## src/huffman_tree_table_engine_assert.svh

```systemverilog
// Assertion macros shared by the tree table engine modules.
// Expects aclk and aresetn in scope at the point of use.
`ifndef HUFFMAN_TREE_TABLE_ENGINE_ASSERT_SVH
`define HUFFMAN_TREE_TABLE_ENGINE_ASSERT_SVH

// same-cycle implication
`define HTTE_ASSERT_IMP(lbl, ante, cons, msg) \
    lbl: assert property (@(posedge aclk) disable iff (!aresetn) (ante) |-> (cons)) \
        else $error(msg);

// next-cycle implication
`define HTTE_ASSERT_NXT(lbl, ante, cons, msg) \
    lbl: assert property (@(posedge aclk) disable iff (!aresetn) (ante) |=> (cons)) \
        else $error(msg);

`endif

```

## src/htte_pkg.sv

```systemverilog
// Types and constants for the Huffman tree table engine.
// No dependencies; imported by the controller, datapath and top level.
package htte_pkg;

    localparam int IDX_W      = 9;
    localparam int NODE_LIMIT = 512;
    localparam int SYM_IN_W   = 8;
    localparam int BYTE_W     = 8;
    localparam int BITS_W     = 4;
    localparam int CHUNK_W    = 64;
    localparam int CODE_W     = 512;
    localparam int CHUNK_CNT_W = 4;
    localparam int LEN_MAX    = 511;

    typedef enum logic [1:0] {
        REQ_LEAF   = 2'd0,
        REQ_NODE   = 2'd1,
        REQ_CODE   = 2'd2,
        REQ_DECODE = 2'd3
    } req_e;

    typedef enum logic [1:0] {
        ST_OK    = 2'd0,
        ST_RANGE = 2'd1,
        ST_FULL  = 2'd2
    } status_e;

    typedef struct packed {
        logic [1:0]          req_type;
        logic [SYM_IN_W-1:0] symbol;
        logic [IDX_W-1:0]    left_index;
        logic [IDX_W-1:0]    right_index;
        logic [IDX_W-1:0]    start_node;
        logic [BYTE_W-1:0]   code_byte;
    } in_word_t;

    typedef struct packed {
        logic [1:0]         status;
        logic [IDX_W-1:0]   node_out;
        logic [BITS_W-1:0]  bits_used;
        logic [IDX_W-1:0]   code_len;
        logic [CHUNK_W-1:0] code_chunk;
        logic               last;
    } out_word_t;

    typedef struct packed {
        logic load;
        logic append;
        logic link_left;
        logic link_right;
        logic walk_init;
        logic mem_rd;
        logic step;
        logic chunks_init;
        logic out_load;
    } htte_cmd_t;

    typedef struct packed {
        status_e err;
        req_e    req;
        logic    climb_go;
        logic    desc_go;
        logic    last;
    } htte_sts_t;

endpackage

```

## src/htte_ctrl.sv

```systemverilog
// Controller of the tree table engine: request sequencing and result handshake.
// Depends on htte_pkg; commands htte_datapath through htte_cmd_t.
module htte_ctrl import htte_pkg::*; (
    input  logic      aclk,
    input  logic      aresetn,
    input  logic      s_valid,
    output logic      s_ready,
    output logic      m_valid,
    input  logic      m_ready,
    input  htte_sts_t sts,
    output htte_cmd_t cmd
);

    typedef enum logic [2:0] {
        S_IDLE,
        S_CHECK,
        S_LINK_L,
        S_LINK_R,
        S_RD,
        S_STEP,
        S_OUT
    } state_t;

    state_t state_reg, state_next;
    logic   m_valid_reg, m_valid_next;
    logic   out_free;

    assign out_free = !m_valid_reg || m_ready;

    always_comb begin
        state_next = state_reg;
        cmd        = '0;
        unique case (state_reg)
            S_IDLE: begin
                if (s_valid) begin
                    cmd.load   = 1'b1;
                    state_next = S_CHECK;
                end
            end
            S_CHECK: begin
                if (sts.err != ST_OK) begin
                    state_next = S_OUT;
                end else begin
                    unique case (sts.req)
                        REQ_LEAF: begin
                            cmd.append = 1'b1;
                            state_next = S_OUT;
                        end
                        REQ_NODE: begin
                            cmd.append = 1'b1;
                            state_next = S_LINK_L;
                        end
                        REQ_CODE, REQ_DECODE: begin
                            cmd.walk_init = 1'b1;
                            state_next    = S_RD;
                        end
                    endcase
                end
            end
            S_LINK_L: begin
                cmd.link_left = 1'b1;
                state_next    = S_LINK_R;
            end
            S_LINK_R: begin
                cmd.link_right = 1'b1;
                state_next     = S_OUT;
            end
            S_RD: begin
                cmd.mem_rd = 1'b1;
                state_next = S_STEP;
            end
            S_STEP: begin
                if (sts.req == REQ_CODE) begin
                    if (sts.climb_go) begin
                        cmd.step   = 1'b1;
                        state_next = S_RD;
                    end else begin
                        cmd.chunks_init = 1'b1;
                        state_next      = S_OUT;
                    end
                end else if (sts.desc_go) begin
                    cmd.step   = 1'b1;
                    state_next = S_RD;
                end else begin
                    state_next = S_OUT;
                end
            end
            S_OUT: begin
                if (out_free) begin
                    cmd.out_load = 1'b1;
                    if (sts.last) begin
                        state_next = S_IDLE;
                    end
                end
            end
            default: begin
                state_next = S_IDLE;
            end
        endcase
    end

    always_comb begin
        m_valid_next = m_valid_reg;
        if (cmd.out_load) begin
            m_valid_next = 1'b1;
        end else if (m_ready) begin
            m_valid_next = 1'b0;
        end
    end

    always_ff @(posedge aclk) begin
        if (!aresetn) begin
            state_reg   <= S_IDLE;
            m_valid_reg <= 1'b0;
        end else begin
            state_reg   <= state_next;
            m_valid_reg <= m_valid_next;
        end
    end

    assign s_ready = state_reg == S_IDLE;
    assign m_valid = m_valid_reg;

    `include "huffman_tree_table_engine_assert.svh"

    `HTTE_ASSERT_IMP(a_no_overwrite, cmd.out_load, !m_valid_reg || m_ready,
        "result register overwritten while pending")
    `HTTE_ASSERT_NXT(a_busy_after_accept, s_valid && s_ready, !s_ready,
        "second word taken while a request is in flight")
    `HTTE_ASSERT_IMP(a_step_has_work, cmd.step,
        (sts.req == REQ_CODE && sts.climb_go) || (sts.req == REQ_DECODE && sts.desc_go),
        "walk step without a node to move to")

endmodule

```

## config.mk

```make
export PLATFORM = sky130hd
export DESIGN_NAME = htte_ctrl
export DESIGN_NICKNAME = d
export VERILOG_FILES = /design/src/htte_pkg.sv /design/src/htte_ctrl.sv
export VERILOG_INCLUDE_DIRS = /design/src /design/src/src
export SDC_FILE = /design/constraint.sdc
export NUM_CORES = 1
export LEC_CHECK = 0
export ABC_CLOCK_PERIOD_IN_PS = 1300
export BUFFER_PORTS_ARGS = -buffer_cell sky130_fd_sc_hd__buf_2
export CAP_MARGIN = 20
export CORE_AREA = 2 2 39 41
export CTS_BUF_LIST = sky130_fd_sc_hd__clkbuf_16
export DETAILED_ROUTE_END_ITERATION = 12
export DIE_AREA = 0 0 41 43
export HOLD_SLACK_MARGIN = 0.03
export SLEW_MARGIN = 40
export SYNTH_ARGS = -nofsm -noshare
export SYNTH_HDL_FRONTEND = slang
export SYNTH_SLANG_ARGS = --single-unit
```

## constraint.sdc

```tcl
create_clock -name aclk -period 1.3 [get_ports aclk]
set_clock_uncertainty 0.1 [all_clocks]
set_input_delay 0.065 -clock aclk [delete_from_list [all_inputs] [get_ports aclk]]
set_output_delay 0.065 -clock aclk [all_outputs]
set_load 0.02 [all_outputs]
```

==> flow_summary.yaml <==
cells_and_area:
  final_layout_size_suffix_gt1_frac: 0.636
  layout_common_cells: "buf_2, buf_4, inv_1"
  area_delta_synth_final_pct: 69.3
  fin_nets: 79
  largest_reg_flops: 3
  num_antenna_cells: 0
  final_common_cell: "buf_2"
  fillers: 144
drt:
  ant_nets: 0
  routedWlPerCell_um: 10.4
  met1Wirelength_um: 386
  wl_met2_um: 391
  via_count: 384
  wl_um: 852
  vias_per_cell: 4.68
  dr.pass1.iters: 4
  highest_layer: "met4"
  drc: 0
  drt_iter0_drc: 6
  wl_met3_um: 59
global_routing:
  antenna_found_initial: 0
  grt_max_degree: 8
  grt_pass1_vias: 323
  grt_pass1_wl_um: 1210
  overflow: 0
  grt_util_all_layers: 0.101
placed_design:
  post-place-ws_ps: 39.6
  globalplace.congestion: 0.773
  dpl.hpwl_um: 630
  port_buffers: 21
power:
  p_int_uw: 647
  power_frac_seq: 0.191
  p_per_area_mw_per_mm2: 1490
  p_switching_uw: 236
  switching_share: 0.267
  pwr-share-comb: 0.264
  clockPowerShare: 0.545
  p_leak_uw: 0.000276
  ir_worst_vdd_uv: 469
cts:
  clk_pin_slew_ps: 30
  clock_latency_ps: 220
  h-tree-depth: 1
  cts.sinks: 4
  cts_tree: "done"
  clock_path_buffers: 2
  cts-root-buf: "clkbuf_16"
  cts_buffers: 3
  hold_buffers: 0
timing:
  drv_slew: 0
  finalCritPeriodShare: 1.09
  layout_min_cycle_time_ps: 1410
  fmax_ghz: 0.707
  rsz0062_at_grt: "yes"
  slew_headroom: 0.857
  hold_viol_final: 0
  hold_slack_ps: 35.8
  fin_ws_ps: -114
  worstMarginPinSlew_ps: 211
  final-setup-viol-count: 2
setup_path:
  startpoint_type: "flop"
  end_kind: "output pin"
  r2r_setup_slack_ps: 40
  worst-path-max-fanout: 6
  arrival_ps: 1250
  critPathKind: "flop to output pin"
  cp.required_ps: 1130
floorplanning:
  die_w_um: 41
  die_area_mm2: 0.00176
  core_mm2: 0.00138
  num_io_pins: 22
  num_rows: 14
  die_h_um: 43
  initial_core_util: 0.253
synthesis:
  synth.net_count: 53
  syn_inst: 42
  synth_warnings: 0
  synth_area_um2: 350
  yosysUniqueCellTypes: 24
  ys_ff_latch: 4
  avgSynthCellArea_um2: 8.34
  yosysSeqAreaShare: 0.229
hold_path:
  min_path_type: "input pin to flop"
status:
  status: "finished with violations"
  violations: "setup timing"
run:
  drv_cap: 0
[cell usage after synthesis]
| cell | instances | area [um^2] |
|---|---|---|
| buf_4 | 1 | 7.51 |
| or3_1 | 1 | 6.26 |
| a21o_1 | 1 | 7.51 |
| and3b_1 | 1 | 8.76 |
| and2b_1 | 1 | 7.51 |
| and3_2 | 2 | 15.0 |
| a21oi_1 | 2 | 10.0 |
| dfxtp_1 | 4 | 80.1 |
| a221oi_2 | 1 | 15.0 |
| nor4b_1 | 1 | 8.76 |
| nor3_1 | 4 | 20.0 |
| nor2_1 | 3 | 11.3 |
| inv_1 | 4 | 15.0 |
| o21ai_2 | 1 | 8.76 |
| a22o_2 | 1 | 10.0 |
| a31oi_1 | 1 | 6.26 |
| nand3b_1 | 2 | 15.0 |
| buf_6 | 2 | 22.5 |
| buf_2 | 1 | 5.00 |
| nand2b_1 | 3 | 18.8 |
| or3_4 | 1 | 11.3 |
| nor4_2 | 2 | 25.0 |
| a211o_1 | 1 | 8.76 |
| and2_1 | 1 | 6.26 |
[cells by family after synthesis]
group,Yosys count,synth area share
DFF,4,0.229
buffers and inverters,8,0.143
and+or+nand+nor,22,0.439
AOI/OAI and AO/OA,8,0.189
[layout make-up]
cell class / count / area (um^2) / share of cell area
clock buffer: 3 / 75.1 / 0.127
inverter: 4 / 15.0 / 0.0253
multi-input combinational: 30 / 244 / 0.411
sequential: 4 / 86.3 / 0.146
tap: 16 / 20.0 / 0.0338
timing repair buffer: 25 / 153 / 0.257
[final timing paths]
check                                    end  depth (start not counted)    startpoint
worst max-delay path                  cmd[4]                          3  state_reg[1]
worst min-delay path                 m_valid                          3       aresetn
worst max register to register  state_reg[2]                          4  state_reg[1]
worst min register to register  state_reg[0]                          1  state_reg[0]
[worst max-delay path: stages (launching register included)]
cell and delay [ps]:
dfxtp_2 330, or3_4 360, nor4_2 130, buf_2 200
[stage by stage]
stage | util | std cells | cell area (um^2) | TNS (ps) | total power (uW)
floorplan | - | 42 | 355 | -150 | 320
global placement | 0.338 | 78 | 468 | 0 | 374
detailed placement | 0.338 | 78 | 468 | 0 | 376
CTS | 0.401 | 82 | 554 | -215 | 871
global route | 0.429 | 82 | 593 | -358 | 923
finish | 0.429 | 82 | 593 | -206 | 883
[power groups by stage]
stage	sequential (uW)	combinational (uW)	clock, uW
floorplan	146	175	0
global placement	164	210	0
detailed placement	165	211	0
CTS	168	215	489
global route	173	253	497
finish	169	233	481
[metal layers]
metal  vias up  GRT usage
met2        14      0.125
met3         2     0.0157
met5         -          0
met4         0      0.100
met1       170      0.137
li1        198          -
[repair_timing]
item | in CTS | in global routing
gates resized for setup | 3 | 10
setup buffers | 1 | 0
pin swaps | 1 | 1
setup endpoints to repair | 8 | 6
(Power assumes the default switching activity.)
